`src/rtl/core/rmj_pkg.sv`:
```
// Shared types, constants and helper functions of the radar Jacobian unit.
package rmj_pkg;

  localparam int FRAC_BITS_DEF = 16;
  localparam int DATA_W        = 32;
  localparam int C_W           = 64;
  localparam int ROOT_W        = 32;
  localparam int QUO_W         = 32;
  localparam int MIN_W         = 17;
  localparam int CFG_AW        = 3;
  localparam int CFG_DW        = 32;
  localparam int SQRT_LAT      = ROOT_W;
  localparam int DIV_LAT       = QUO_W + 1;

  localparam logic [MIN_W-1:0] MIN_R2_RESET = 17'd66;

  // Register index codes, taken from paddr[CFG_AW-1]
  localparam logic REG_MIN_R2 = 1'b0;

  typedef struct packed {
    logic              sx;
    logic              sy;
    logic              xneg;
    logic              refuse;
    logic [DATA_W-1:0] ax;
    logic [DATA_W-1:0] ay;
    logic [C_W-1:0]    xmag;
    logic [C_W-1:0]    c;
  } side_t;

  typedef struct packed {
    logic sx;
    logic sy;
    logic xneg;
    logic refuse;
  } flags_t;

  typedef struct packed {
    logic signed [DATA_W-1:0] range_dx;
    logic signed [DATA_W-1:0] range_dy;
    logic signed [DATA_W-1:0] bearing_dx;
    logic signed [DATA_W-1:0] bearing_dy;
    logic signed [DATA_W-1:0] rate_dx;
    logic signed [DATA_W-1:0] rate_dy;
    logic                     too_close;
  } result_t;

  // Magnitude of a two's complement word; the most negative value maps to 2^31
  function automatic logic [DATA_W-1:0] mag32(input logic [DATA_W-1:0] v);
    return v[DATA_W-1] ? (DATA_W'(0) - v) : v;
  endfunction

  // Apply a sign to a magnitude and clamp to the signed 32-bit range
  function automatic logic signed [DATA_W-1:0] sat32(input logic neg,
                                                     input logic [C_W-1:0] mag);
    logic signed [DATA_W-1:0] res;
    if (neg) begin
      if (mag >= C_W'(64'h8000_0000)) res = 32'sh8000_0000;
      else                            res = signed'(DATA_W'(0) - mag[DATA_W-1:0]);
    end else begin
      if (mag > C_W'(64'h7FFF_FFFF)) res = 32'sh7FFF_FFFF;
      else                           res = signed'(mag[DATA_W-1:0]);
    end
    return res;
  endfunction

endpackage

```
`src/rtl/core/rmj_sqrt.sv`:
```
// Pipelined integer square root, one root bit per stage.
module rmj_sqrt import rmj_pkg::*; (
  input  logic              clk,
  input  logic              en,
  input  logic [C_W-1:0]    rad,
  output logic [ROOT_W-1:0] root
);

  localparam int REM_W = ROOT_W + 2;
  localparam int T_W   = REM_W + 2;

  logic [REM_W-1:0]  rem_r [ROOT_W];
  logic [ROOT_W-1:0] q_r   [ROOT_W];
  logic [C_W-1:0]    rad_r [ROOT_W];

  logic [REM_W-1:0]  src_rem [ROOT_W+1];
  logic [ROOT_W-1:0] src_q   [ROOT_W+1];
  logic [C_W-1:0]    src_rad [ROOT_W+1];
  logic [T_W-1:0]    trial   [ROOT_W];
  logic [T_W-1:0]    sub     [ROOT_W];
  logic [T_W-1:0]    diff    [ROOT_W];
  logic              ge      [ROOT_W];

  // Stage inputs: the radicand for the first stage, the previous register after
  always_comb begin
    src_rem[0] = '0;
    src_q[0]   = '0;
    src_rad[0] = rad;
    for (int k = 0; k < ROOT_W; k++) begin
      src_rem[k+1] = rem_r[k];
      src_q[k+1]   = q_r[k];
      src_rad[k+1] = rad_r[k];
    end
  end

  // Try one root bit per stage against the next two radicand bits
  always_comb begin
    for (int k = 0; k < ROOT_W; k++) begin
      trial[k] = {src_rem[k], src_rad[k][C_W-1 -: 2]};
      sub[k]   = T_W'({src_q[k], 2'b01});
      ge[k]    = trial[k] >= sub[k];
      diff[k]  = trial[k] - sub[k];
    end
  end

  // Advance every stage
  always_ff @(posedge clk) begin
    if (en) begin
      for (int k = 0; k < ROOT_W; k++) begin
        rem_r[k] <= ge[k] ? diff[k][REM_W-1:0] : trial[k][REM_W-1:0];
        q_r[k]   <= {src_q[k][ROOT_W-2:0], ge[k]};
        rad_r[k] <= {src_rad[k][C_W-3:0], 2'b00};
      end
    end
  end

  assign root = q_r[ROOT_W-1];

endmodule

```
`config.mk`:
```
export PLATFORM = sky130hd
export DESIGN_NAME = rmj_sqrt
export DESIGN_NICKNAME = d
export VERILOG_FILES = /design/src/rtl/core/rmj_pkg.sv /design/src/rtl/core/rmj_sqrt.sv
export SDC_FILE = /design/constraint.sdc
export NUM_CORES = 2
export LEC_CHECK = 0
export BUFFER_PORTS_ARGS = -buffer_cell sky130_fd_sc_hd__clkbuf_2
export CORE_MARGIN = 2
export CORE_UTILIZATION = 50
export DETAILED_ROUTE_END_ITERATION = 8
export PLACE_DENSITY = 0.7
export SLEW_MARGIN = 5
export SYNTH_ARGS = -nofsm -noshare
export SYNTH_HDL_FRONTEND = slang
export SYNTH_MEMORY_MAX_BITS = 65536
export SYNTH_SLANG_ARGS = --single-unit
```
`constraint.sdc`:
```
create_clock -name clk -period 5.6 [get_ports clk]
set_clock_uncertainty 0.1 [all_clocks]
set_input_delay 0.84 -clock clk [delete_from_list [all_inputs] [get_ports clk]]
set_output_delay 0.84 -clock clk [all_outputs]
set_load 0.01 [all_outputs]
```
==> impl_metrics.env <==
export IMPL_cp_max_fo=57
export IMPL_hp_class="in2reg"
export IMPL_syn_num_nets=9812
export IMPL_netlist_top_cells_count="edfxtp_1, inv_1, nand2_1"
export IMPL_design_area_mm2=0.1325
export IMPL_path_buf_inv=2
export IMPL_cts_setup_buffers=0
export IMPL_antenna_found_initial=1
export IMPL_drive_above_1_share=0.07813
export IMPL_fillers=18930
export IMPL_ctsResizeCount=0
export IMPL_drt_pass1_iterations=6
export IMPL_timing_rr_end="rem_r[1][509]$_DFFE_PP_"
export IMPL_detail_route_antenna_nets=0
export IMPL_synth_top_cell_area_share=0.6411
export IMPL_synth_warnings=0
export IMPL_final_hold_viol_count=0
export IMPL_synth_area_per_cell_um2=12.87
export IMPL_synth_distinct_cells=99
export IMPL_path_clk_slew_ns=0.06
export IMPL_cap_violations=0
export IMPL_slew_headroom=0.2571
export IMPL_place_area_mm2=0.1227
export IMPL_grt_pass1_wl_um=387100
export IMPL_gr_total_overflow=0
export IMPL_die_area_mm2=0.2403
export IMPL_layout_cells_non_filler=12880
export IMPL_wl_met3_um=9347
export IMPL_tns_ns=0
export IMPL_seq_area_frac_synth=0.6411
export IMPL_worst_path_stages=11
export IMPL_ys_async_sr_fraction=0
export IMPL_worstMarginPinSlew_ns=1.114
export IMPL_syn_area_mm2=0.1182
export IMPL_htree_levels=5
export IMPL_period_share=0.8180
export IMPL_dp_hpwl_um=177000
export IMPL_clkSinkCount=2523
export IMPL_arrival_ns=5.11
export IMPL_critPathSlowestCell="o31ai_1"
export IMPL_hold_depth=1
export IMPL_power_density_mw_per_mm2=414.3
export IMPL_cts_inserted_buffers=289
export IMPL_vias=71460
export IMPL_max_freq_ghz=0.2183
export IMPL_num_rows=178
export IMPL_synth_cells=9184
export IMPL_path_cells="ha_1 > nand3_1 > nor3_1 > a221oi_1 > buf_4 > o31ai_1 > a211oi_4 > buf_4 > a2111oi_0 > o41ai_1 > xnor2_1"
export IMPL_viasPerCell=5.549
export IMPL_worstReg2RegStart="rem_r[1][447]$_DFFE_PP_"
export IMPL_ioPinCount=98
export IMPL_setup_worst_path_end_class="flip-flop"
export IMPL_die_w_um=490.2
export IMPL_root_buffer="clkbuf_16"
export IMPL_wl_um=246100
export IMPL_nets=10150
export IMPL_synth_edf_count=2523
export IMPL_start_util=0.5025
export IMPL_synth_area_leaders="edfxtp_1, ha_1, xor2_1"
export IMPL_worst_setup_path_type="reg2reg"
export IMPL_post_drt_wl_per_cell_um=19.11
export IMPL_rsz0062_at_grt="false"
export IMPL_drv_slew=0
export IMPL_route_met2_wl_um=124500
export IMPL_period_needed_ns=4.581
export IMPL_status="completed"
export IMPL_cp_required_ns=6.13
export IMPL_cts_tree="done"
export IMPL_die_h_um=490.2
export IMPL_crit_family="compound AO/OA/AOI/OAI gates"
export IMPL_power_leakage_nw=50.38
export IMPL_top_layer="met4"
export IMPL_wl_met1_um=103700
export IMPL_coreArea_mm2=0.2352
export IMPL_area_delta_synth_final_pct=12.10
export IMPL_grt_pass1_vias=71150
export IMPL_crit_path_start_kind="flip-flop"
export IMPL_yosys_cell_count_top_type="edfxtp_1"
export IMPL_reg2reg_depth=11
export IMPL_synth_largest_area_cell="edfxtp_1"
export IMPL_regToRegSetupSlack_ns=1.02
export IMPL_synth_main_ff_cell="edfxtp_1"
export IMPL_io_buffer_count=97
export IMPL_endpoint="rem_r[1][509]$_DFFE_PP_"
export IMPL_clock_path_buffers=4
export IMPL_setup_viol=0
export IMPL_max_stage_delay_ns=0.73
export IMPL_place_inst=12320
export IMPL_drc=0
export IMPL_crit_start="rem_r[1][447]$_DFFE_PP_"
export IMPL_track_usage=0.2010
export IMPL_clkLatencyLatePin_ns=0.95
export IMPL_ys_seq_elements=2523
export IMPL_vdd_ir_drop_max_uv=410.1
export IMPL_drt_iter0_markers=5346
export IMPL_place_gp_congestion=0.9239
export IMPL_cpMostUsedCell="buf_4"
export IMPL_grt_max_degree=143
-- routing by layer --
| metal | GRT usage | up-vias |
|---|---|---|
| li1 | - | 34720 |
| met1 | 0.2510 | 34750 |
| met2 | 0.3561 | 1513 |
| met3 | 0.02722 | 474 |
| met4 | 0.07306 | 0 |
| met5 | 0 | - |
-- cells by family (layout without fill, tap and decap cells) --
group,after synthesis,after routing,share of synthesized area
compound gates,1870,1870,0.09840
xor+xnor,844,844,0.06255
fa+ha+maj,562,562,0.05950
buf+inv,941,1484,0.03120
flops,2523,2523,0.6411
mux,77,77,0.007189
other cells,1,3,0.00003173
simple gates,2366,2366,0.1000
-- worst min-delay path by stage --
stage	startpoint	to	slack [ns]
floorplan	rad_r[0][36]$_DFFE_PP_	rad_r[0][100]$_DFFE_PP_	0.30
global placement	rad_r[0][69]$_DFFE_PP_	rad_r[0][133]$_DFFE_PP_	0.30
detailed placement	rad_r[0][65]$_DFFE_PP_	rad_r[0][129]$_DFFE_PP_	0.30
CTS	rad[2]	rad_r[0][2]$_DFFE_PP_	0.0002
global route	rad[2]	rad_r[0][2]$_DFFE_PP_	0.03
finish	rad[2]	rad_r[0][2]$_DFFE_PP_	0.08
-- power by group --
group	internal [mW]	switching, mW	leakage, nW
clock network	11.0	7.26	4.44
logic	4.53	6.53	21.6
registers	23.9	1.68	24.3
total	39.4	15.5	50.4
-- state kept, by name (all words and copies together), names as in the netlist --
register  cells
rem_r      1003
q_r         528
rad_r       992
-- placed cells by master, fill, tap and decap left out, drive strengths merged, types with 55 or more instances in the layout --
cell and instances:
nand3 134, o31ai 61, nand4 108, a211oi 62, dlygate4sd3 63, a21o 232
o21ai 536, mux2 63, clkbuf 440, nor2b 87, xor2 444, nor2 502
or4 74, nor3 208, clkinv 113, a21oi 537, o21a 84, or3 100
nor4 138, edfxtp 2523, and3 55, nand2b 119, nand2 682, xnor2 400
ha 562, buf 105, inv 725
-- timing repair --
| item | in CTS | in global routing |
|---|---|---|
| hold buffers | 63 | 0 |
| endpoints found under the setup margin | 0 | 0 |
| endpoints found under the hold margin | 62 | 0 |
-- layout make-up --
type / count / area (µm²) / area share
flip-flops and latches: 2523 / 75760 / 0.5719
multi-input cells: 5720 / 38850 / 0.2933
clock buffers: 344 / 7545 / 0.05695
well taps: 3150 / 3941 / 0.02975
inverters: 723 / 2714 / 0.02049
repair buffers: 264 / 2074 / 0.01566
clock inverters: 153 / 1583 / 0.01195
diodes: 2 / 5.005 / 0.00003778
-- through the flow --
stage	total power [mW]	util	hold WS [ns]	setup slack, ns
2_1_floorplan	33.24	-	0.3003	2.187
3_3_place_gp	36.75	0.5218	0.3001	1.069
3_5_place_dp	36.90	0.5218	0.3045	1.115
4_1_cts	55.36	0.5633	0.0001794	1.060
5_1_grt	57.61	0.5633	0.03370	0.8806
6_report	54.88	0.5633	0.07805	1.019
Note: power is estimated with default switching activity, not from simulation.
