### config.mk
export PLATFORM = sky130hd
export DESIGN_NAME = rmj_div
export DESIGN_NICKNAME = d
export VERILOG_FILES = /design/src/rtl/core/rmj_pkg.sv /design/src/rtl/core/rmj_div.sv
export SDC_FILE = /design/constraint.sdc
export NUM_CORES = 2
export LEC_CHECK = 0
export BUFFER_PORTS_ARGS = -buffer_cell sky130_fd_sc_hd__buf_4
export CORE_MARGIN = 8
export CORE_UTILIZATION = 35
export CTS_CLUSTER_DIAMETER = 50
export DETAILED_ROUTE_END_ITERATION = 8
export PLACE_DENSITY = 0.6
export SETUP_SLACK_MARGIN = 0.4
export SYNTH_ARGS = -nofsm -noshare
export SYNTH_HDL_FRONTEND = slang
export SYNTH_MEMORY_MAX_BITS = 65536
export SYNTH_SLANG_ARGS = --single-unit
### constraint.sdc
create_clock -name clk -period 3.2 [get_ports clk]
set_clock_uncertainty 0.05 [all_clocks]
set_input_delay 0.16 -clock clk [delete_from_list [all_inputs] [get_ports clk]]
set_output_delay 0.16 -clock clk [all_outputs]
set_load 0.05 [all_outputs]
### src/rtl/core/rmj_pkg.sv
// Shared types, constants and helper functions of the radar Jacobian unit.
package rmj_pkg;

  localparam int FRAC_BITS_DEF = 16;
  localparam int DATA_W        = 32;
  localparam int C_W           = 64;
  localparam int ROOT_W        = 32;
  localparam int QUO_W         = 32;
  localparam int MIN_W         = 17;
  localparam int CFG_AW        = 3;
  localparam int CFG_DW        = 32;
  localparam int SQRT_LAT      = ROOT_W;
  localparam int DIV_LAT       = QUO_W + 1;

  localparam logic [MIN_W-1:0] MIN_R2_RESET = 17'd66;

  // Register index codes, taken from paddr[CFG_AW-1]
  localparam logic REG_MIN_R2 = 1'b0;

  typedef struct packed {
    logic              sx;
    logic              sy;
    logic              xneg;
    logic              refuse;
    logic [DATA_W-1:0] ax;
    logic [DATA_W-1:0] ay;
    logic [C_W-1:0]    xmag;
    logic [C_W-1:0]    c;
  } side_t;

  typedef struct packed {
    logic sx;
    logic sy;
    logic xneg;
    logic refuse;
  } flags_t;

  typedef struct packed {
    logic signed [DATA_W-1:0] range_dx;
    logic signed [DATA_W-1:0] range_dy;
    logic signed [DATA_W-1:0] bearing_dx;
    logic signed [DATA_W-1:0] bearing_dy;
    logic signed [DATA_W-1:0] rate_dx;
    logic signed [DATA_W-1:0] rate_dy;
    logic                     too_close;
  } result_t;

  // Magnitude of a two's complement word; the most negative value maps to 2^31
  function automatic logic [DATA_W-1:0] mag32(input logic [DATA_W-1:0] v);
    return v[DATA_W-1] ? (DATA_W'(0) - v) : v;
  endfunction

  // Apply a sign to a magnitude and clamp to the signed 32-bit range
  function automatic logic signed [DATA_W-1:0] sat32(input logic neg,
                                                     input logic [C_W-1:0] mag);
    logic signed [DATA_W-1:0] res;
    if (neg) begin
      if (mag >= C_W'(64'h8000_0000)) res = 32'sh8000_0000;
      else                            res = signed'(DATA_W'(0) - mag[DATA_W-1:0]);
    end else begin
      if (mag > C_W'(64'h7FFF_FFFF)) res = 32'sh7FFF_FFFF;
      else                           res = signed'(mag[DATA_W-1:0]);
    end
    return res;
  endfunction

endpackage

### src/rtl/core/rmj_div.sv
// Pipelined restoring divider: min(floor(num * 2^SH / den), 2^31), one bit per stage.
module rmj_div import rmj_pkg::*; #(
  parameter int NUM_W = 32,
  parameter int SH    = 16,
  parameter int DEN_W = 32
) (
  input  logic             clk,
  input  logic             en,
  input  logic [NUM_W-1:0] num,
  input  logic [DEN_W-1:0] den,
  output logic [QUO_W-1:0] quo
);

  localparam int NW = NUM_W + SH;
  localparam int HW = NW - QUO_W;
  localparam int CW = ((HW > DEN_W) ? HW : DEN_W) + 1;
  localparam logic [QUO_W-1:0] CAP = QUO_W'(1) << (QUO_W - 1);

  logic [NW-1:0]    n_ext;
  logic [CW-1:0]    hi_x;
  logic [CW-1:0]    den_x;

  logic [DEN_W-1:0] p0_rem_r;
  logic [QUO_W-1:0] p0_lo_r;
  logic [DEN_W-1:0] p0_den_r;
  logic             p0_ovf_r;

  logic [DEN_W-1:0] rem_r [QUO_W];
  logic [QUO_W-1:0] lo_r  [QUO_W];
  logic [DEN_W-1:0] den_r [QUO_W];
  logic [QUO_W-1:0] q_r   [QUO_W];
  logic             ovf_r [QUO_W];

  logic [DEN_W-1:0] src_rem [QUO_W+1];
  logic [QUO_W-1:0] src_lo  [QUO_W+1];
  logic [DEN_W-1:0] src_den [QUO_W+1];
  logic [QUO_W-1:0] src_q   [QUO_W+1];
  logic             src_ovf [QUO_W+1];
  logic [DEN_W:0]   trial   [QUO_W];
  logic [DEN_W:0]   diff    [QUO_W];
  logic             ge      [QUO_W];

  assign n_ext = NW'(num) << SH;
  assign hi_x  = CW'(n_ext[NW-1:QUO_W]);
  assign den_x = CW'(den);

  // Split the shifted dividend and flag quotients of 2^32 or more
  always_ff @(posedge clk) begin
    if (en) begin
      p0_rem_r <= hi_x[DEN_W-1:0];
      p0_lo_r  <= n_ext[QUO_W-1:0];
      p0_den_r <= den;
      p0_ovf_r <= hi_x >= den_x;
    end
  end

  always_comb begin
    src_rem[0] = p0_rem_r;
    src_lo[0]  = p0_lo_r;
    src_den[0] = p0_den_r;
    src_q[0]   = '0;
    src_ovf[0] = p0_ovf_r;
    for (int k = 0; k < QUO_W; k++) begin
      src_rem[k+1] = rem_r[k];
      src_lo[k+1]  = lo_r[k];
      src_den[k+1] = den_r[k];
      src_q[k+1]   = q_r[k];
      src_ovf[k+1] = ovf_r[k];
    end
  end

  // Shift in one dividend bit and subtract where it fits
  always_comb begin
    for (int k = 0; k < QUO_W; k++) begin
      trial[k] = {src_rem[k], src_lo[k][QUO_W-1]};
      ge[k]    = trial[k] >= {1'b0, src_den[k]};
      diff[k]  = trial[k] - {1'b0, src_den[k]};
    end
  end

  always_ff @(posedge clk) begin
    if (en) begin
      for (int k = 0; k < QUO_W; k++) begin
        rem_r[k] <= ge[k] ? diff[k][DEN_W-1:0] : trial[k][DEN_W-1:0];
        lo_r[k]  <= {src_lo[k][QUO_W-2:0], 1'b0};
        den_r[k] <= src_den[k];
        q_r[k]   <= {src_q[k][QUO_W-2:0], ge[k]};
        ovf_r[k] <= src_ovf[k];
      end
    end
  end

  // Cap the quotient at 2^31
  assign quo = (ovf_r[QUO_W-1] || (q_r[QUO_W-1] > CAP)) ? CAP : q_r[QUO_W-1];

endmodule

==> impl_metrics.yaml <==
route:
  drt_wl_total_um: 385000
  drtIter0Drc: 7307
  avgRoutedWirePerCell_um: 18.2
  drc: 0
  antenna_left: 0
  firstDrtPassIters: 6
  viasPerCell: 4.94
  vias: 105000
power_and_ir_drop:
  cellPowerDensity_nw_per_um2: 1030
  comb_power_share_pct: 51.4
  p_leak_uw: 0.0811
  p_seq_share_pct: 29.3
  switching_power_uw: 72100
  ir_drop_mv: 0.592
  finalPower_uw: 200000
  intPower_uw: 128000
  clock_power_share_pct: 19.3
  switching_share_pct: 36.1
layout:
  fillers: 38100
  nets: 16300
  area_growth_pct: 30.7
  fin_area_um2: 193000
  final_util_pct: 46.0
  drive_gt1_share_pct: 27.3
setup_path:
  critPathMaxStageDelay_ns: 0.42
  rr_startpoint: "rem_r[1][64]"
  path_delay_family: "simple AND/OR/NAND/NOR gates"
  start_kind: "register"
  arrival_ns: 3.52
  regToRegSetupSlack_ns: -0.42
  critPathMaxFanout: 6
  r2r_end: "rem_r[1][122]"
  crit_top_cell: "buf_6"
  cp_data_required_time_ns: 2.99
  critPathSlowestCell: "edfxtp_1"
  worst_setup_path_end_kind: "output port"
  path_buf_inv: 6
  r2r.worst_path.cells: 13
  crit_type: "register to output port"
  path_cells: "nor4_4 -> buf_6 -> nand4_1 -> buf_6 -> nor4_4 -> buf_6 -> nand4_1 -> nand2_4 -> buf_12 -> buf_16 -> and2_1 -> buf_6"
logic_synthesis:
  synth-seq-area-share_pct: 55.4
  async_flop_share_pct: 0
  ys_seq_elements: 2729
  ys_warn_count: 0
  synth_edf_count: 2729
  ys_top_cells_by_count: "2729 x edfxtp_1, 1284 x inv_1, 1122 x a21oi_1"
  syn_area_per_cell_um2: 11.7
  synth_area_leader_cell: "edfxtp_1"
  synthTopCellsByArea: "edfxtp_1 55%, ha_1 8.7%, a21oi_1 3.8%"
  yosys.area.top_type_share_pct: 55.4
  syn_area_um2: 148000
  ys_types: 106
  ys.flop_type: "edfxtp_1"
  synth_most_common_cell: "edfxtp_1"
  syn_nets: 13800
  synthCells: 12600
timing:
  hold_violations: 0
  maxSlewViolCount: 0
  maxSlewHeadroom_pct: 42.7
  layout_setup_ws_ns: -0.525
  rsz0062_at_grt: "yes"
  tightestPinTransition_ns: 0.860
  timing.final.crit_share_pct: 116
  setup_viol_count_final: 543
  min_period_ns: 3.73
  fmax_ghz: 0.268
place:
  pre_cts_slack_ns: -0.638
  place_area_um2: 171000
  gp_congestion: 0.901
  io_buffers: 97
  hpwl_um: 284000
clock_network:
  cts_tree: "built"
  cts_root_buf: "clkbuf_16"
  clk_path_buf_depth: 4
  cts_buffers: 343
  cts_htree_levels: 5
  clkTransAtPathRegs_ns: 0.06
  clock-sinks: 2729
  clk_latency_ns: 0.98
global_routing:
  grt_start_max_net_pins: 136
  grt_usage_pct: 16.5
  grt_pass1_wl_um: 584000
  grt_pass1_vias: 103000
  antenna_found_initial: 4
  gr-total-overflow: 0
outcome:
  failed_checks: "negative setup slack"
  status: "finished with violations"
job:
  cap_violations: 0
die:
  rows: 238
  fp.dieH_um: 666
  initial_utilization_pct: 35.2
  io_pins: 98
  die_w_um: 666
  coreArea_um2: 420000
  dieArea_um2: 443000
hold_path:
  hold_start: "den[18]"
  min_to: "p0_ovf_r"
  min_path_type: "primary input to register"
  hold_depth: 5
## kinds of logic (layout without fill, tap and decap cells)
kind of cell	Yosys count	after routing	share of synthesized area [%]
and+or+nand+nor	2652	2652	8.56
buffers and inverters	1605	4456	4.22
muxes	493	493	3.92
adders and majority gates	1055	1055	9.09
xor gates and xnor gates	817	817	4.84
AOI/OAI and AO/OA	3290	3290	13.9
other	0	10	0
DFF	2729	2729	55.4
## cell usage in the layout (no fill, tap or decap), types with 184 or more instances in the layout
cell and count:
edfxtp_1 2729, buf_4 2098, inv_1 1238, a21oi_1 1000, ha_1 926, nand2_1 706, nor2_1 699, a21o_1 547
o21ai_0 537, xnor2_1 496, clkbuf_16 355, mux2_4 329, xor2_1 319, nand3_1 186, nand4_1 184
## registers in the layout, indices dropped and copies added, names as in the netlist
| signal | flops |
|---|---|
| p0_ovf_r | 1 |
| den_r | 992 |
| q_r | 528 |
| rem_r | 992 |
| p0_lo_r | 16 |
| ovf_r | 32 |
| p0_rem_r | 16 |
| lo_r | 120 |
| p0_den_r | 32 |
## power by group through the flow
stage	sequential, µW	clock, µW	combinational [µW]
floorplan	55200	0	60700
global placement	59000	0	88400
detailed placement	58900	0	89100
CTS	58400	39600	98400
global route	59100	41000	112000
finish	58400	38600	103000
## layout make-up
cell class | instances | area [µm²] | area share [%]
Clock buffer | 388 | 8770 | 4.54
Clock inverter | 241 | 2720 | 1.41
Tap cell | 5640 | 7060 | 3.65
Inverter | 1285 | 4840 | 2.51
Timing Repair Buffer | 2542 | 22400 | 11.6
Multi-Input combinational cell | 8307 | 65500 | 33.9
Sequential cell | 2729 | 81900 | 42.4
Antenna cell | 10 | 25.0 | 0.0129
## worst register-to-register path, stage by stage (launching register included)
cell	delay, ns
edfxtp_1	0.41
ha_1	0.33
nor2b_4	0.13
o31a_1	0.26
or4b_4	0.51
a21oi_4	0.19
nor3_4	0.07
a221oi_4	0.32
o41ai_4	0.11
a21oi_2	0.21
o211ai_4	0.16
buf_6	0.17
buf_12	0.13
mux2_4	0.29
## what timing repair did
item | in CTS | in global routing
endpoints found under the setup margin | 1049 | 1050
cloned | 46 | 10
resized for setup | 773 | 454
hold endpoints to repair | 496 | 0
setup buffers | 237 | 132
pin swaps | 273 | 216
hold buffers | 129 | 0
## per-layer routing
metal  GRT usage, %  routed length (µm)
met5              0                   0
met4           6.47               16700
met3           1.76               15000
met2           29.4              190000
met1           20.5              162000
## worst max-delay path by stage
stage	startpoint	endpoint	slack, ns	cells after the start
2_1_floorplan	den_r[1][65]	rem_r[1][100]	-0.18	13
3_3_place_gp	den_r[0][96]	rem_r[0][156]	-0.70	12
3_5_place_dp	den_r[0][96]	rem_r[0][156]	-0.64	12
4_1_cts	q_r[1][486]	quo[9]	-0.76	12
5_1_grt	q_r[1][488]	quo[3]	-0.72	12
6_report	q_r[1][488]	quo[6]	-0.53	12
## metrics by stage
step	TNS [ns]	hold slack, ns	std cells
after floorplan	-11.55	0.209	12600
after CTS	-92.24	0.0936	21000
after detailed placement	-105.87	0.290	19900
after global routing	-168.44	0.146	21100
after global placement	-92.87	0.290	19900
final	-72.19	0.159	21100
Note: power is estimated with default switching activity, not from simulation.
