==> src/rtl/core/rmj_pkg.sv <==
// Shared types, constants and helper functions of the radar Jacobian unit.
package rmj_pkg;

  localparam int FRAC_BITS_DEF = 16;
  localparam int DATA_W        = 32;
  localparam int C_W           = 64;
  localparam int ROOT_W        = 32;
  localparam int QUO_W         = 32;
  localparam int MIN_W         = 17;
  localparam int CFG_AW        = 3;
  localparam int CFG_DW        = 32;
  localparam int SQRT_LAT      = ROOT_W;
  localparam int DIV_LAT       = QUO_W + 1;

  localparam logic [MIN_W-1:0] MIN_R2_RESET = 17'd66;

  // Register index codes, taken from paddr[CFG_AW-1]
  localparam logic REG_MIN_R2 = 1'b0;

  typedef struct packed {
    logic              sx;
    logic              sy;
    logic              xneg;
    logic              refuse;
    logic [DATA_W-1:0] ax;
    logic [DATA_W-1:0] ay;
    logic [C_W-1:0]    xmag;
    logic [C_W-1:0]    c;
  } side_t;

  typedef struct packed {
    logic sx;
    logic sy;
    logic xneg;
    logic refuse;
  } flags_t;

  typedef struct packed {
    logic signed [DATA_W-1:0] range_dx;
    logic signed [DATA_W-1:0] range_dy;
    logic signed [DATA_W-1:0] bearing_dx;
    logic signed [DATA_W-1:0] bearing_dy;
    logic signed [DATA_W-1:0] rate_dx;
    logic signed [DATA_W-1:0] rate_dy;
    logic                     too_close;
  } result_t;

  // Magnitude of a two's complement word; the most negative value maps to 2^31
  function automatic logic [DATA_W-1:0] mag32(input logic [DATA_W-1:0] v);
    return v[DATA_W-1] ? (DATA_W'(0) - v) : v;
  endfunction

  // Apply a sign to a magnitude and clamp to the signed 32-bit range
  function automatic logic signed [DATA_W-1:0] sat32(input logic neg,
                                                     input logic [C_W-1:0] mag);
    logic signed [DATA_W-1:0] res;
    if (neg) begin
      if (mag >= C_W'(64'h8000_0000)) res = 32'sh8000_0000;
      else                            res = signed'(DATA_W'(0) - mag[DATA_W-1:0]);
    end else begin
      if (mag > C_W'(64'h7FFF_FFFF)) res = 32'sh7FFF_FFFF;
      else                           res = signed'(mag[DATA_W-1:0]);
    end
    return res;
  endfunction

endpackage

==> src/rtl/core/rmj_skid.sv <==
// Two-entry output queue that lets the pipe keep taking items while a result waits.
module rmj_skid import rmj_pkg::*; #(
  parameter int W = 8
) (
  input  logic         clk,
  input  logic         rst_n,
  input  logic         push,
  input  logic [W-1:0] push_data,
  input  logic         pop_stall,
  output logic         full,
  output logic         out_valid,
  output logic [W-1:0] out_data
);

  logic [1:0]   count_r;
  logic [1:0]   count_nxt;
  logic [W-1:0] head_r;
  logic [W-1:0] tail_r;
  logic         pop;

  assign pop       = (count_r != 2'd0) && !pop_stall;
  assign full      = (count_r == 2'd2);
  assign out_valid = (count_r != 2'd0);
  assign out_data  = head_r;

  always_comb begin
    count_nxt = count_r + 2'(push) - 2'(pop);
  end

  // Track the fill level
  always_ff @(posedge clk) begin
    if (!rst_n) count_r <= '0;
    else        count_r <= count_nxt;
  end

  // Load head from tail or the new item, tail only when head stays occupied
  always_ff @(posedge clk) begin
    if (pop) begin
      if (count_r == 2'd2) head_r <= tail_r;
      else if (push)       head_r <= push_data;
    end else if (push && (count_r == 2'd0)) begin
      head_r <= push_data;
    end
    if (push && !pop && (count_r == 2'd1)) tail_r <= push_data;
  end

endmodule

==> config.mk <==
export PLATFORM = sky130hd
export DESIGN_NAME = rmj_skid
export DESIGN_NICKNAME = d
export VERILOG_FILES = /design/src/rtl/core/rmj_pkg.sv /design/src/rtl/core/rmj_skid.sv
export SDC_FILE = /design/constraint.sdc
export NUM_CORES = 1
export LEC_CHECK = 0
export ABC_AREA = 1
export BUFFER_PORTS_ARGS = -buffer_cell sky130_fd_sc_hd__buf_2
export CAP_MARGIN = 30
export CORE_MARGIN = 4
export CORE_UTILIZATION = 48
export DETAILED_ROUTE_END_ITERATION = 10
export PLACE_DENSITY = 0.77
export REMOVE_ABC_BUFFERS = 1
export SYNTH_ARGS = -nofsm -noshare
export SYNTH_HDL_FRONTEND = slang
export SYNTH_SLANG_ARGS = --single-unit
==> constraint.sdc <==
create_clock -name clk -period 1.5 [get_ports clk]
set_input_delay 0.15 -clock clk [delete_from_list [all_inputs] [get_ports clk]]
set_output_delay 0.15 -clock clk [all_outputs]
set_load 0.005 [all_outputs]
==> results of run 1 <==
==> worst max-delay path by stage <==
stage / startpoint / to / slack [ns] / depth (start not counted)
finish: count_r[1]$_SDFF_PN0_ / out_data[6]$_DFFE_PP_ / 0.13 / 4
global route: count_r[1]$_SDFF_PN0_ / out_data[6]$_DFFE_PP_ / 0.04 / 4
CTS: count_r[1]$_SDFF_PN0_ / out_data[5]$_DFFE_PP_ / 0.13 / 4
detailed placement: count_r[1]$_SDFF_PN0_ / out_data[5]$_DFFE_PP_ / 0.14 / 4
global placement: count_r[0]$_SDFF_PN0_ / out_data[3]$_DFFE_PP_ / 0.22 / 2
floorplan: count_r[1]$_SDFF_PN0_ / out_data[0]$_DFFE_PP_ / 0.25 / 4
==> placed cells by master, fill, tap and decap left out <==
master	instances
a21oi_2	1
buf_2	21
buf_4	3
clkbuf_4	3
clkbuf_8	1
dfxtp_1	2
edfxtp_1	16
ha_1	1
inv_1	1
inv_2	3
nand2_1	22
nand2_2	1
nand3_1	8
nor2_1	3
nor2_2	1
nor2_4	1
o21ai_1	1
or2_1	1
==> metal layers <==
| layer | GRT usage, % | routed length [um] | vias up |
|---|---|---|---|
| met3 | 3.45 | 87 | 5 |
| met4 | 9.94 | 42 | 0 |
| met2 | 26.3 | 739 | 21 |
| met1 | 14.7 | 519 | 238 |
| met5 | 0 | 0 | - |
| li1 | - | - | 268 |
==> power by group through the flow <==
stage / Combinational (uW) / Sequential, uW / Clock [uW]
final: 96.1 / 585 / 295
after global routing: 109 / 588 / 317
after CTS: 97.5 / 585 / 297
after detailed placement: 97.0 / 597 / 0
after global placement: 93.4 / 596 / 0
after floorplan: 41.5 / 599 / 0
==> cell usage after synthesis <==
| master | n |
|---|---|
| buf_6 | 1 |
| ha_1 | 1 |
| nor2_1 | 3 |
| nand3_1 | 8 |
| nor2_2 | 1 |
| nand2_1 | 22 |
| inv_1 | 1 |
| o21ai_1 | 1 |
| nor2_4 | 1 |
| or2_1 | 1 |
| edfxtp_1 | 16 |
| nand2_2 | 1 |
| dfxtp_1 | 2 |
| a21oi_2 | 1 |
| inv_2 | 3 |
==> final cells by class <==
type / count / area (um2)
well taps: 15 / 18.8
fillers: 106 / 458
inverters: 4 / 15.0
multi-input cells: 40 / 190
flip-flops and latches: 18 / 520
repair buffers: 24 / 128
clock buffers: 4 / 36.3
==> stage by stage <==
stage	utilization, %	area (um2)	std cells	hold slack (ns)
floorplan	-	726	62	0.248
global placement	63.8	872	101	0.344
detailed placement	63.8	872	101	0.346
CTS	66.5	908	105	0.0418
global route	66.5	908	105	0.0369
finish	66.5	908	105	0.0430
==> cells by family (layout without fill, tap and decap cells) <==
| kind of cell | after synthesis | in the layout | synth area share [%] |
|---|---|---|---|
| buffers and inverters | 5 | 32 | 3.56 |
| DFF | 18 | 18 | 70.6 |
| AOI/OAI and AO/OA | 2 | 2 | 1.87 |
| adders and majority gates | 1 | 1 | 1.70 |
| and+or+nand+nor | 37 | 37 | 22.2 |
==> flip-flops by register name (all words and copies together), names as in the netlist <==
register,cells
out_data,8
tail_r,8
count_r,2
==> results.json, run 1 <==
{
  "status": "completed",
  "drtAntennaViolNets": 0,
  "antenna-diode-count": 0,
  "fmax_ghz": 0.731,
  "combPwrFrac_pct": 9.8,
  "pre_cts_ws_ns": 0.143,
  "cp.arrival_ns": 1.32,
  "dp_hpwl_um": 1060,
  "power_uw": 976,
  "reg2reg_to": "out_data[6]$_DFFE_PP_",
  "seq_area_frac_synth_pct": 70.6,
  "worstReg2RegStart": "count_r[1]$_SDFF_PN0_",
  "worstPathRequired_ns": 1.45,
  "maxCapViolations": 0,
  "drt_iter0_markers": 15,
  "p_clk_share_pct": 30.2,
  "min_path_cells": 1,
  "grt_pass1_wl_um": 2110,
  "critPathBufInv": 1,
  "critical_path.max_stage_delay_ns": 0.37,
  "power_per_cell_area_nw_per_um2": 1070,
  "htree_levels": 1,
  "cts_tree": "yes",
  "finalMaxSlewViolations": 0,
  "pin_count": 22,
  "clk_latency_ns": 0.30,
  "die_height_um": 47.2,
  "antenna_found_initial": 0,
  "fin_crit_sh_pct": 91.2,
  "hold_violations": 0,
  "path_class": "flip-flop to flip-flop",
  "grt_pass1_vias": 499,
  "vias": 532,
  "timing.setup.tns_ns": 0,
  "first_pass_iters": 4,
  "synth_cell_types": 15,
  "cts_resized": 0,
  "grt-ovfl-total": 0,
  "area_growth_pct": 23.3,
  "root_buffer": "clkbuf_4",
  "syn_area_um2": 737,
  "rows": 13,
  "yosysWarnings": 0,
  "design.die.area_um2": 2230,
  "layout.nets": 104,
  "p_leak_uw": 0.000418,
  "layout_setup_ws_ns": 0.132,
  "swShare_pct": 21.6,
  "finalWeightedCongestion": 0.757,
  "start_util_pct": 53.9,
  "cts_setup_buffers": 0,
  "clockBufferDepth": 2,
  "crit_path_cell_trace": "inv_2 > nor2_4 > nor2_2 > a21oi_2",
  "period_needed_ns": 1.37,
  "layout-drive-gt1-share_pct": 38.9,
  "grt.total_usage_pct": 14.6,
  "drc": 0,
  "drt-total-wl_um": 1390,
  "worst_path_max_delay_cell": "dfxtp_1",
  "slew_headroom_pct": 69.8,
  "synth_area_leaders": "edfxtp_1 65%, nand2_1 11%, dfxtp_1 5.4%",
  "setup_violations": 0,
  "cts_sinks": 18,
  "holdPathEnd": "tail_r[7]$_DFFE_PP_",
  "worst-r2r-cell-count": 4,
  "wl_per_cell_um": 13.2,
  "reg2reg_slack_ns": 0.13,
  "io_buffers": 21,
  "p_int_uw": 765,
  "worst_clock_skew_ns": 0.00572,
  "die_w_um": 47.2,
  "core_area_um2": 1370,
  "hold_path.class": "input pin to flip-flop",
  "viasPerCell": 5.07,
  "critPathMaxFanout": 8,
  "syn_inst": 63,
  "syn_avg_cell_area_um2": 11.7,
  "endpoint_kind": "flip-flop",
  "power.switching_uw": 211,
  "hold_start": "push_data[7]",
  "grt_max_degree": 11,
  "ir_drop_uv": 772,
  "synth-seq-cells": 18,
  "startpoint_type": "flip-flop",
  "netlist.area_leader.share_pct": 65.2,
  "yosys.area.top_type": "edfxtp_1",
  "p_seq_share_pct": 59.9,
  "numCtsBuffers": 3,
  "grt_setup_unrepaired": "no",
  "tightest_slew_ns": 0.452,
  "path_clk_slew_ns": 0.10,
  "postCtsHoldBufs": 0,
  "path_delay_family": "flip-flops"
}
No activity file was read; power rests on OpenSTA's default activity.
==> inputs of run 2 (changes only) <==
- CORE_UTILIZATION: 48 -> 51
- PLACE_DENSITY: 0.77 -> 0.81
- clock period: 1.5 -> 1.7 ns (I/O delays scaled with it)
==> results.json, run 2 (same netlist as run 1, synthesis figures left out) <==
{
  "fin_crit_sh_pct": 81.7,
  "maxCapViolations": 0,
  "layout.nets": 102,
  "wl_per_cell_um": 13.0,
  "drt-total-wl_um": 1330,
  "p_clk_share_pct": 26.2,
  "fmax_ghz": 0.720,
  "drc": 0,
  "grt_setup_unrepaired": "no",
  "grt_pass1_vias": 527,
  "startpoint_type": "flip-flop",
  "postCtsHoldBufs": 0,
  "path_class": "flip-flop to flip-flop",
  "grt.total_usage_pct": 15.1,
  "die_w_um": 46.0,
  "layout-drive-gt1-share_pct": 36.4,
  "cp.arrival_ns": 1.34,
  "place_inst": 99,
  "core_area_um2": 1330,
  "cts_tree": "yes",
  "p_int_uw": 628,
  "holdWs_ns": 0.0645,
  "hold_path.class": "input pin to flip-flop",
  "swShare_pct": 22.7,
  "rows": 13,
  "tightest_slew_ns": 0.434,
  "io_buffers": 21,
  "htree_levels": 1,
  "drt_iter0_markers": 15,
  "finalWeightedCongestion": 0.733,
  "setup_violations": 0,
  "combPwrFrac_pct": 10.2,
  "pin_count": 22,
  "worst_clock_skew_ns": 0.00231,
  "drtAntennaViolNets": 0,
  "power.switching_uw": 184,
  "antenna_found_initial": 0,
  "period_needed_ns": 1.39,
  "antenna-diode-count": 0,
  "hold_violations": 0,
  "clockBufferDepth": 2,
  "root_buffer": "clkbuf_4",
  "timing.setup.tns_ns": 0,
  "min_path_cells": 1,
  "critPathMaxFanout": 11,
  "finalMaxSlewViolations": 0,
  "p_leak_uw": 0.000402,
  "clk_latency_ns": 0.29,
  "design.die.area_um2": 2120,
  "path_clk_slew_ns": 0.10,
  "ir_drop_uv": 620,
  "layout_commonest_cell": "nand2_1",
  "cts_resized": 0,
  "grt-ovfl-total": 0,
  "start_util_pct": 55.3,
  "final_cell_count_no_fill": 103,
  "area_growth_pct": 19.9,
  "viasPerCell": 5.30,
  "endpoint_kind": "flip-flop",
  "pre_cts_ws_ns": 0.337,
  "p_seq_share_pct": 63.6,
  "grt_pass1_wl_um": 2180,
  "status": "completed",
  "cts_sinks": 18,
  "vias": 546,
  "first_pass_iters": 4,
  "worst-r2r-cell-count": 4,
  "grt_max_degree": 12,
  "numCtsBuffers": 3,
  "worstPathRequired_ns": 1.65,
  "layout_setup_ws_ns": 0.311,
  "power_per_cell_area_nw_per_um2": 919,
  "cts_setup_buffers": 0,
  "die_height_um": 46.0,
  "final_cell_mix": "22 x nand2_1, 21 x buf_2, 16 x edfxtp_1",
  "slew_headroom_pct": 71.1
}
==> run 2: changes by cell type in the layout (fill, tap and decap cells not counted) <==
| cell | previous run | this run |
|---|---|---|
| clkbuf_8 | 1 | 0 |
| clkinv_1 | 0 | 1 |
| buf_4 | 3 | 1 |
==> run 2: critical path, stage by stage (launching register included) <==
cell and delay, ns:
dfxtp_1 0.37, inv_2 0.06, nor2_4 0.21, nor2_2 0.06
a21oi_2 0.35
==> run 2: power groups by stage <==
stage	clock, uW	combinational (uW)	sequential, uW
global placement	0	79.8	526
CTS	216	83.4	517
finish	213	82.5	517
floorplan	0	36.6	528
detailed placement	0	82.8	528
global route	239	93.5	519
==> run 2: routing by layer <==
layer  GRT usage, %  routed length [um]  share of wire (%)
met1           16.6                 517                 39
met2           25.8                 703                 53
met3           5.93                 102                7.6
met4           5.68                  11               0.82
met5              0                   0                  0
==> run 2: path summary, 6_finish.rpt <==
check                          end  slack [ns]             startpoint
max          out_data[3]$_DFFE_PP_        0.31  count_r[1]$_SDFF_PN0_
min            tail_r[5]$_DFFE_PP_        0.06           push_data[5]
max reg2reg  out_data[3]$_DFFE_PP_        0.31  count_r[1]$_SDFF_PN0_
min reg2reg  out_data[3]$_DFFE_PP_        0.56    tail_r[3]$_DFFE_PP_
==> run 2: per-stage QoR <==
| step | util, % | cell area (um2) | total power (uW) |
|---|---|---|---|
| floorplan | - | 726 | 565 |
| global placement | 64.3 | 857 | 605 |
| detailed placement | 64.3 | 857 | 610 |
| CTS | 66.2 | 883 | 817 |
| global route | 66.2 | 883 | 851 |
| finish | 66.2 | 883 | 812 |
==> run 2: final cells by class <==
type	instances	area [um2]
Sequential cell	18	520
Fill cell	107	450
Clock buffer	3	22.5
Multi-Input combinational cell	40	190
Timing Repair Buffer	22	113
Clock inverter	1	3.75
Inverter	4	15.0
Tap cell	15	18.8
