==> src/rtl/core/rmj_pkg.sv <==
// Shared types, constants and helper functions of the radar Jacobian unit.
package rmj_pkg;

  localparam int FRAC_BITS_DEF = 16;
  localparam int DATA_W        = 32;
  localparam int C_W           = 64;
  localparam int ROOT_W        = 32;
  localparam int QUO_W         = 32;
  localparam int MIN_W         = 17;
  localparam int CFG_AW        = 3;
  localparam int CFG_DW        = 32;
  localparam int SQRT_LAT      = ROOT_W;
  localparam int DIV_LAT       = QUO_W + 1;

  localparam logic [MIN_W-1:0] MIN_R2_RESET = 17'd66;

  // Register index codes, taken from paddr[CFG_AW-1]
  localparam logic REG_MIN_R2 = 1'b0;

  typedef struct packed {
    logic              sx;
    logic              sy;
    logic              xneg;
    logic              refuse;
    logic [DATA_W-1:0] ax;
    logic [DATA_W-1:0] ay;
    logic [C_W-1:0]    xmag;
    logic [C_W-1:0]    c;
  } side_t;

  typedef struct packed {
    logic sx;
    logic sy;
    logic xneg;
    logic refuse;
  } flags_t;

  typedef struct packed {
    logic signed [DATA_W-1:0] range_dx;
    logic signed [DATA_W-1:0] range_dy;
    logic signed [DATA_W-1:0] bearing_dx;
    logic signed [DATA_W-1:0] bearing_dy;
    logic signed [DATA_W-1:0] rate_dx;
    logic signed [DATA_W-1:0] rate_dy;
    logic                     too_close;
  } result_t;

  // Magnitude of a two's complement word; the most negative value maps to 2^31
  function automatic logic [DATA_W-1:0] mag32(input logic [DATA_W-1:0] v);
    return v[DATA_W-1] ? (DATA_W'(0) - v) : v;
  endfunction

  // Apply a sign to a magnitude and clamp to the signed 32-bit range
  function automatic logic signed [DATA_W-1:0] sat32(input logic neg,
                                                     input logic [C_W-1:0] mag);
    logic signed [DATA_W-1:0] res;
    if (neg) begin
      if (mag >= C_W'(64'h8000_0000)) res = 32'sh8000_0000;
      else                            res = signed'(DATA_W'(0) - mag[DATA_W-1:0]);
    end else begin
      if (mag > C_W'(64'h7FFF_FFFF)) res = 32'sh7FFF_FFFF;
      else                           res = signed'(mag[DATA_W-1:0]);
    end
    return res;
  endfunction

endpackage

==> src/rtl/core/rmj_delay.sv <==
// Valid-tagged delay line that carries side data alongside an arithmetic pipe.
module rmj_delay import rmj_pkg::*; #(
  parameter int W     = 4,
  parameter int DEPTH = 2
) (
  input  logic         clk,
  input  logic         rst_n,
  input  logic         en,
  input  logic         in_valid,
  input  logic [W-1:0] in_data,
  output logic         out_valid,
  output logic [W-1:0] out_data
);

  logic         valid_r [DEPTH];
  logic [W-1:0] data_r  [DEPTH];

  // Advance valid bits, clear on reset
  always_ff @(posedge clk) begin
    if (!rst_n) begin
      for (int k = 0; k < DEPTH; k++) valid_r[k] <= 1'b0;
    end else if (en) begin
      valid_r[0] <= in_valid;
      for (int k = 1; k < DEPTH; k++) valid_r[k] <= valid_r[k-1];
    end
  end

  // Advance payload
  always_ff @(posedge clk) begin
    if (en) begin
      data_r[0] <= in_data;
      for (int k = 1; k < DEPTH; k++) data_r[k] <= data_r[k-1];
    end
  end

  assign out_valid = valid_r[DEPTH-1];
  assign out_data  = data_r[DEPTH-1];

endmodule

==> config.mk <==
export PLATFORM = sky130hd
export DESIGN_NAME = rmj_delay
export DESIGN_NICKNAME = d
export VERILOG_FILES = /design/src/rtl/core/rmj_pkg.sv /design/src/rtl/core/rmj_delay.sv
export SDC_FILE = /design/constraint.sdc
export NUM_CORES = 1
export LEC_CHECK = 0
export ABC_AREA = 1
export BUFFER_PORTS_ARGS = -buffer_cell sky130_fd_sc_hd__buf_4
export CELL_PAD_IN_SITES_DETAIL_PLACEMENT = 1
export CELL_PAD_IN_SITES_GLOBAL_PLACEMENT = 2
export CORE_AREA = 2 2 39 41
export CTS_CLUSTER_SIZE = 25
export DETAILED_ROUTE_END_ITERATION = 10
export DIE_AREA = 0 0 41 43
export PLACE_DENSITY_LB_ADDON = 0.08
export SLEW_MARGIN = 20
export SYNTH_ARGS = -nofsm -noshare
export SYNTH_HDL_FRONTEND = slang
export SYNTH_SLANG_ARGS = --single-unit
==> constraint.sdc <==
create_clock -name clk -period 1.15 [get_ports clk]
set_input_delay 0.115 -clock clk [delete_from_list [all_inputs] [get_ports clk]]
set_output_delay 0.115 -clock clk [all_outputs]
set_load 0.05 [all_outputs]
==> results of run 1 <==
## per-layer routing
| metal | vias to the layer above | share of wire [%] | routed length, um | GRT usage [%] |
|---|---|---|---|---|
| li1 | 90 | - | - | - |
| met1 | 86 | 37 | 171 | 7.483 |
| met2 | 10 | 51 | 232 | 9.688 |
| met3 | 2 | 8.3 | 38 | 4.712 |
| met4 | 0 | 3.1 | 14 | 10.00 |
| met5 | - | 0 | 0 | 0 |
## Yosys cell counts
master,instances,area share [%]
buf_4,4,8.4
nor2_1,2,2.1
nand2_1,2,2.1
edfxtp_1,10,84
inv_1,3,3.2
## through the flow
stage	cells	util [%]	total power [mW]	cell area, sq um	setup slack [ns]
3_5_place_dp	45	31.56	0.5359	436.7	0.4349
5_1_grt	48	33.18	0.7930	459.2	0.1744
3_3_place_gp	45	31.56	0.5321	436.7	0.4585
6_report	48	33.18	0.7509	459.2	0.2152
2_1_floorplan	21	-	0.5039	356.6	0.4344
4_1_cts	48	33.18	0.7684	459.2	0.1941
## flip-flops by register name (all words and copies together), names as in the netlist
signal   flops
data_r       8
valid_r      2
## power by group through the flow
stage               clock [mW]  sequential (mW)  combinational (mW)
floorplan                    0            0.452              0.0522
global placement             0            0.444              0.0876
detailed placement           0            0.446              0.0896
CTS                      0.240            0.438              0.0896
global route             0.258            0.441              0.0942
finish                   0.225            0.438              0.0883
## how the worst min path moves through the flow
stage | endpoint | slack [ns]
floorplan | data_r[0][0] | 0.21
global placement | data_r[0][1] | 0.29
detailed placement | data_r[0][2] | 0.30
CTS | data_r[0][2] | 0.02
global route | data_r[0][1] | 0.01
finish | data_r[0][0] | 0.04
## cells by family after synthesis
group                  share of synthesized area (%)
flip-flops                                     84.21
buffers and inverters                          11.58
AND/OR/NAND/NOR                                4.212
## cell usage in the layout, fill, tap and decap left out, drive strengths merged
cell,instances
buf,12
clkbuf,3
edfxtp,10
inv,3
nand2,2
nor2,2
## area by class of cell
class                      count  area share, %
timing repair buffer          12          19.62
inverter                       3          2.452
sequential                    10          65.40
multi-input combinational      4          3.270
tap                           16          4.360
clock buffer                   3          4.905
==> results.sh, run 1 <==
export IMPL_r2r_start="valid_r[0][0]"
export IMPL_status="finished clean"
export IMPL_reg2reg_depth=2
export IMPL_grt_max_degree=11
export IMPL_slowest_delay_ns=0.37
export IMPL_intPower_uw=582.7
export IMPL_rsz0062_at_grt="no"
export IMPL_num_rows=14
export IMPL_synthesis_nets=29
export IMPL_gp_congestion=0.5155
export IMPL_core_area_sq_um=1384
export IMPL_timing_setup_tns_ns=0
export IMPL_setup_violations=0
export IMPL_regArea_sq_um=300.3
export IMPL_start_util_pct=25.77
export IMPL_drtIter0Drc=4
export IMPL_cp_start_kind="flip-flop"
export IMPL_finalCritPeriodShare_pct=81.29
export IMPL_cts_hold_buf=0
export IMPL_cts_root_buf="clkbuf_4"
export IMPL_p_seq_share_pct=58.3
export IMPL_drt_total_wl_um=457
export IMPL_leakage_nw=0.1942
export IMPL_slew_headroom_pct=90.30
export IMPL_antenna_found_initial=0
export IMPL_cts_tree="yes"
export IMPL_critical_path_required_ns=1.03
export IMPL_max_freq_mhz=1070
export IMPL_cpLargestDelayFamily="flip-flops"
export IMPL_antenna_cells=0
export IMPL_worstSetupPathDepth=1
export IMPL_reg2reg_setup_slack_ns=0.45
export IMPL_drtPass1Iterations=2
export IMPL_tightestPinTransition_ns=0.1468
export IMPL_die_area_sq_um=1763
export IMPL_fin_skew_ns=0.004659
export IMPL_fillerInstances=149
export IMPL_routed_via_density=3.917
export IMPL_rr_endpoint="valid_r[0][1]"
export IMPL_multi_input_area_sq_um=15.01
export IMPL_switching_share_pct=22.40
export IMPL_avgSynthCellArea_sq_um=16.98
export IMPL_cts_setup_buffers=0
export IMPL_hold_path_startpoint="in_data[0]"
export IMPL_overflow=0
export IMPL_cts_made_buffers=3
export IMPL_clk_pin_slew_ns=0.06
export IMPL_syn2layout_area_growth_pct=28.77
export IMPL_die_y_um=43
export IMPL_grt_usage_pct=7.865
export IMPL_die_x_um=41
export IMPL_hold_class="in -> reg"
export IMPL_cts_htree_levels=1
export IMPL_hold_depth=1
export IMPL_slew_viol_final=0
export IMPL_finalCriticalPeriod_ns=0.9348
export IMPL_critPathMaxFanout=1
export IMPL_critPathLaunch="data_r[0][6]"
export IMPL_drv_cap=0
export IMPL_ys_types=5
export IMPL_crit_type="reg -> out"
export IMPL_netlist_area_sq_um=356.6
export IMPL_p_sw_uw=168.2
export IMPL_crit_end="out_data[2]"
export IMPL_fin_nets=42
export IMPL_path_buf_inv=1
export IMPL_finalHoldViolCount=0
export IMPL_cp_cell_sequence="buf_4"
export IMPL_wire_per_inst_um=9.521
export IMPL_arrival_ns=0.82
export IMPL_p_comb_share_pct=11.8
export IMPL_endpoint_kind="output port"
export IMPL_timing_hold_ws_ns=0.03619
export IMPL_synth_cells=21
export IMPL_power_density_nw_per_um2=1635
export IMPL_yosysSeqAreaShare_pct=84.21
export IMPL_port_buffers=12
export IMPL_cts_sinks=10
export IMPL_worstSkewPairLatency_ns=0.25
export IMPL_ir_drop_mv=0.6546
export IMPL_power_frac_clock_pct=30.0
export IMPL_antenna_left=0
export IMPL_vias=188
export IMPL_clock_path_buffers=2
export IMPL_layout_drive_gt1_share_pct=46.88
export IMPL_drcViolationCount=0
export IMPL_yosys_register_bits=10
export IMPL_grt_pass1_vias=204
export IMPL_yosys_warnings=0
export IMPL_critical_path_slowest_cell="edfxtp_1"
export IMPL_grt_pass1_wl_um=786
export IMPL_ctsResizeCount=0
export IMPL_io_pins=13
(Power assumes the default switching activity.)
==> inputs of run 2 (changes only) <==
==> constraint.sdc (replaced) <==
create_clock -name clk -period 1 [get_ports clk]
set_input_delay 0.1 -clock clk [delete_from_list [all_inputs] [get_ports clk]]
set_output_delay 0.1 -clock clk [all_outputs]
set_load 0.05 [all_outputs]
==> run 2 against run 1 <==
Utilization increased by 1.4 points. Global-route usage fell by 0.53 points. Highest routed layer unchanged. Critical path depth unchanged. Wire length up 5.9%. Die area is the same. Flip-flop and latch count stayed put. Combinational power increased by 22%. Non-clock buffer count grew 2.
==> results.sh, run 2 (synthesis results as in run 1) <==
export IMPL_status="finished clean"
export IMPL_num_rows=14
export IMPL_power_density_nw_per_um2=1821
export IMPL_cts_sinks=10
export IMPL_arrival_ns=0.82
export IMPL_cpLargestDelayFamily="flip-flops"
export IMPL_wire_per_inst_um=9.680
export IMPL_drt_total_wl_um=484
export IMPL_drtPass1Iterations=2
export IMPL_cts_made_buffers=3
export IMPL_slowest_delay_ns=0.37
export IMPL_start_util_pct=25.77
export IMPL_antenna_cells=0
export IMPL_worstSkewPairLatency_ns=0.25
export IMPL_syn2layout_area_growth_pct=34.39
export IMPL_die_area_sq_um=1763
export IMPL_endpoint_kind="output port"
export IMPL_rr_endpoint="valid_r[0][1]"
export IMPL_placed_area_sq_um=436.7
export IMPL_critPathMaxFanout=1
export IMPL_overflow=0
export IMPL_layout_common_cells="buf_4 (12), edfxtp_1 (10), inv_1 (3), clkbuf_4 (3)"
export IMPL_cts_setup_buffers=0
export IMPL_finalHoldViolCount=0
export IMPL_critical_path_slowest_cell="edfxtp_1"
export IMPL_largest_reg_flops=8
export IMPL_slew_viol_final=0
export IMPL_cts_tree="yes"
export IMPL_drcViolationCount=0
export IMPL_rsz0062_at_grt="no"
export IMPL_grt_usage_pct=7.339
export IMPL_cts_htree_levels=1
export IMPL_cp_cell_sequence="buf_4"
export IMPL_die_y_um=43
export IMPL_drv_cap=0
export IMPL_layout_drive_gt1_share_pct=44.12
export IMPL_leakage_nw=0.2025
export IMPL_regMostFlops="data_r"
export IMPL_power_frac_clock_pct=29.9
export IMPL_p_sw_uw=197.5
export IMPL_ir_drop_mv=0.5909
export IMPL_hold_path_startpoint="in_data[0]"
export IMPL_r2r_start="valid_r[0][0]"
export IMPL_slew_headroom_pct=90.32
export IMPL_grt_pass1_wl_um=800
export IMPL_reg2reg_setup_slack_ns=0.30
export IMPL_clk_pin_slew_ns=0.06
export IMPL_antenna_found_initial=0
export IMPL_critical_path_required_ns=0.90
export IMPL_vias=191
export IMPL_core_area_sq_um=1384
export IMPL_finalCritPeriodShare_pct=92.20
export IMPL_hold_class="in -> reg"
export IMPL_drtIter0Drc=1
export IMPL_grt_pass1_vias=201
export IMPL_cp_start_kind="flip-flop"
export IMPL_finalCriticalPeriod_ns=0.9220
export IMPL_fin_skew_ns=0.001037
export IMPL_path_buf_inv=1
export IMPL_p_comb_share_pct=12.4
export IMPL_max_freq_mhz=1085
export IMPL_antenna_left=0
export IMPL_intPower_uw=675.3
export IMPL_fin_nets=44
export IMPL_port_buffers=12
export IMPL_whs_endpoint="data_r[0][0]"
export IMPL_final_common_cell="buf_4"
export IMPL_layout_top_registers="data_r x8, valid_r x2"
export IMPL_switching_share_pct=22.63
export IMPL_cts_hold_buf=0
export IMPL_p_seq_share_pct=57.7
export IMPL_setup_violations=0
export IMPL_routed_via_density=3.820
export IMPL_design_area_sq_um=479.2
export IMPL_hold_depth=1
export IMPL_ctsResizeCount=0
export IMPL_clock_path_buffers=2
export IMPL_reg2reg_depth=2
export IMPL_gp_congestion=0.5132
export IMPL_timing_setup_tns_ns=0
export IMPL_crit_type="reg -> out"
export IMPL_tightestPinTransition_ns=0.1465
export IMPL_cts_root_buf="clkbuf_4"
export IMPL_io_pins=13
export IMPL_grt_max_degree=11
export IMPL_die_x_um=41
run 2: changes by cell type in the layout (fill, tap and decap cells not counted), sizes merged:
cell,change
dlygate4sd3,+2
run 2: worst max path at each step:
stage / startpoint / end / slack [ns] / cells past startpoint
after floorplan: valid_r[0][1] / out_valid / 0.30 / 0
after global placement: en / valid_r[0][1] / 0.32 / 3
after detailed placement: en / valid_r[0][1] / 0.30 / 3
after CTS: data_r[0][6] / out_data[2] / 0.06 / 1
after global routing: data_r[0][7] / out_data[3] / 0.04 / 1
final: data_r[0][6] / out_data[2] / 0.08 / 1
run 2: final cells by class:
class,count,area [sq um]
clock buffers,3,22.52
fillers,153,904.6
inverters,3,11.26
multi-input cells,4,15.01
flip-flops and latches,10,300.3
well taps,16,20.02
repair buffers,14,110.1
run 2: stage by stage:
| step | power, mW | util [%] | setup WS (ns) | instances | hold slack [ns] |
|---|---|---|---|---|---|
| floorplan | 0.5795 | - | 0.2994 | 21 | 0.1989 |
| global placement | 0.6117 | 31.56 | 0.3166 | 45 | 0.2792 |
| detailed placement | 0.6160 | 31.56 | 0.2956 | 45 | 0.2803 |
| CTS | 0.8836 | 33.18 | 0.05556 | 48 | 0.009297 |
| global route | 0.9214 | 34.63 | 0.03935 | 50 | 0.006409 |
| finish | 0.8728 | 34.63 | 0.07799 | 50 | 0.02225 |
run 2: layer usage:
metal  global-route usage, %  up-vias  share of wire (%)
li1                        -       94                  -
met1                   7.770       85                 38
met2                   9.688       10                 51
met3                   3.141        2                9.1
met4                   8.000        0                1.4
met5                       0        -                  0
run 2: power by group through the flow:
stage                     combinational (mW)  clock [mW]  sequential (mW)
after detailed placement               0.103           0            0.513
after floorplan                       0.0601           0            0.519
after global routing                   0.116       0.299            0.506
after global placement                 0.101           0            0.511
final                                  0.108       0.261            0.503
after CTS                              0.103       0.277            0.504
==> inputs of run 3 (changes only) <==
--- a/config.mk
+++ b/config.mk
@@ -8,7 +8,7 @@
 export ABC_AREA = 1
 export BUFFER_PORTS_ARGS = -buffer_cell sky130_fd_sc_hd__buf_4
 export CELL_PAD_IN_SITES_DETAIL_PLACEMENT = 1
-export CELL_PAD_IN_SITES_GLOBAL_PLACEMENT = 2
+export CELL_PAD_IN_SITES_GLOBAL_PLACEMENT = 1
 export CORE_AREA = 2 2 39 41
 export CTS_CLUSTER_SIZE = 25
 export DETAILED_ROUTE_END_ITERATION = 10
==> run 3 against run 2 <==
Count of clock-buffer cells in the layout unchanged. Flip-flop and latch count unchanged. Global-route usage increased by 0.65 points. Critical path type unchanged. Critical endpoint is now out_data[1].
==> results.sh, run 3 (synthesis results as in run 1) <==
export IMPL_finalCritPeriodShare_pct=92.50
export IMPL_overflow=0
export IMPL_power_uw=891.5
export IMPL_critical_path_required_ns=0.90
export IMPL_gp_congestion=0.5144
export IMPL_tightestPinTransition_ns=0.1463
export IMPL_die_x_um=41
export IMPL_syn2layout_area_growth_pct=38.25
export IMPL_finalHoldViolCount=0
export IMPL_cp_start_kind="flip-flop"
export IMPL_layout_top_registers="data_r x8, valid_r x2"
export IMPL_leakage_nw=0.2083
export IMPL_critPathMaxFanout=1
export IMPL_die_y_um=43
export IMPL_hold_class="in -> reg"
export IMPL_antenna_cells=0
export IMPL_wire_per_inst_um=9.404
export IMPL_ir_drop_mv=0.7767
export IMPL_antenna_left=0
export IMPL_drtPass1Iterations=2
export IMPL_drt_total_wl_um=489
export IMPL_drtIter0Drc=1
export IMPL_cts_root_buf="clkbuf_4"
export IMPL_grt_pass1_wl_um=807
export IMPL_finalCriticalPeriod_ns=0.9250
export IMPL_max_freq_mhz=1081
export IMPL_cts_tree="yes"
export IMPL_fin_skew_ns=0.0003278
export IMPL_timing_setup_tns_ns=0
export IMPL_layout_drive_gt1_share_pct=41.67
export IMPL_io_pins=13
export IMPL_power_density_nw_per_um2=1808
export IMPL_rsz0062_at_grt="no"
export IMPL_cts_sinks=10
export IMPL_crit_type="reg -> out"
export IMPL_hpwl_um=334.2
export IMPL_fillerInstances=153
export IMPL_routed_via_density=3.827
export IMPL_slew_headroom_pct=90.33
export IMPL_critical_path_slowest_cell="edfxtp_1"
export IMPL_start_util_pct=25.77
export IMPL_grt_usage_pct=7.992
export IMPL_arrival_ns=0.83
export IMPL_grt_max_degree=11
export IMPL_fin_nets=45
export IMPL_setup_violations=0
export IMPL_cts_made_buffers=3
export IMPL_worstSkewPairLatency_ns=0.26
export IMPL_drcViolationCount=0
export IMPL_regMostFlops="data_r"
export IMPL_endpoint_kind="output port"
export IMPL_largest_reg_flops=8
export IMPL_cp_cell_sequence="buf_4"
export IMPL_slowest_delay_ns=0.37
export IMPL_vias=199
export IMPL_port_buffers=12
export IMPL_drv_cap=0
export IMPL_grt_pass1_vias=208
export IMPL_core_area_sq_um=1384
export IMPL_slew_viol_final=0
export IMPL_layout_common_cells="buf_4 (12), edfxtp_1 (10), inv_1 (3), clkbuf_4 (3), dlygate4sd3_1 (3)"
export IMPL_cts_hold_buf=0
export IMPL_final_common_cell="buf_4"
export IMPL_cts_setup_buffers=0
export IMPL_num_rows=14
export IMPL_clk_pin_slew_ns=0.06
export IMPL_die_area_sq_um=1763
export IMPL_path_buf_inv=1
export IMPL_cpLargestDelayFamily="flip-flops"
export IMPL_clock_path_buffers=2
export IMPL_status="finished clean"
export IMPL_antenna_found_initial=0
export IMPL_ctsResizeCount=0
export IMPL_cts_htree_levels=1
[run 3: changes by cell type in the layout (fill, tap and decap cells not counted), sizes merged]
cell	before	now
dlygate4sd3	2	3
clkinv	0	1
[run 3: final timing paths]
path | startpoint | end | slack (ns) | depth (start not counted)
max | data_r[0][5] | out_data[1] | 0.07 | 1
min | in_data[3] | data_r[0][3] | 0.01 | 1
max reg2reg | valid_r[0][0] | valid_r[0][1] | 0.31 | 2
min reg2reg | data_r[0][1] | data_r[0][5] | 0.42 | 0
[run 3: final cells by class]
cell class	count	area [sq um]	share of cell area, %
Multi-Input combinational cell	4	15.01	3.046
Clock buffer	3	22.52	4.569
Tap cell	16	20.02	4.061
Inverter	3	11.26	2.284
Sequential cell	10	300.3	60.91
Clock inverter	1	3.754	0.7614
Timing Repair Buffer	15	120.1	24.37
[run 3: per-layer routing]
layer / wire length (um) / part of all wire (%) / track usage [%] / up-vias
li1: - / - / - / 97
met1: 195 / 40 / 8.247 / 87
met2: 223 / 46 / 9.375 / 13
met3: 53 / 11 / 4.712 / 2
met4: 17 / 3.5 / 10.00 / 0
met5: 0 / 0 / 0 / -
[run 3: through the flow]
stage | setup slack [ns] | instance area [sq um] | utilization (%) | std cells | hold WS (ns)
after global routing | 0.03178 | 493.0 | 35.62 | 52 | 0.001500
after CTS | 0.05656 | 462.9 | 33.45 | 49 | 0.004710
after detailed placement | 0.2945 | 436.7 | 31.56 | 45 | 0.2803
after global placement | 0.3195 | 436.7 | 31.56 | 45 | 0.2792
final | 0.07498 | 493.0 | 35.62 | 52 | 0.01326
after floorplan | 0.2994 | 356.6 | - | 21 | 0.1989
[run 3: report_power, final]
group | switching, mW | internal, mW
Sequential | 0.00751 | 0.496
Combinational | 0.0675 | 0.0434
Clock | 0.133 | 0.144
Total | 0.208 | 0.683
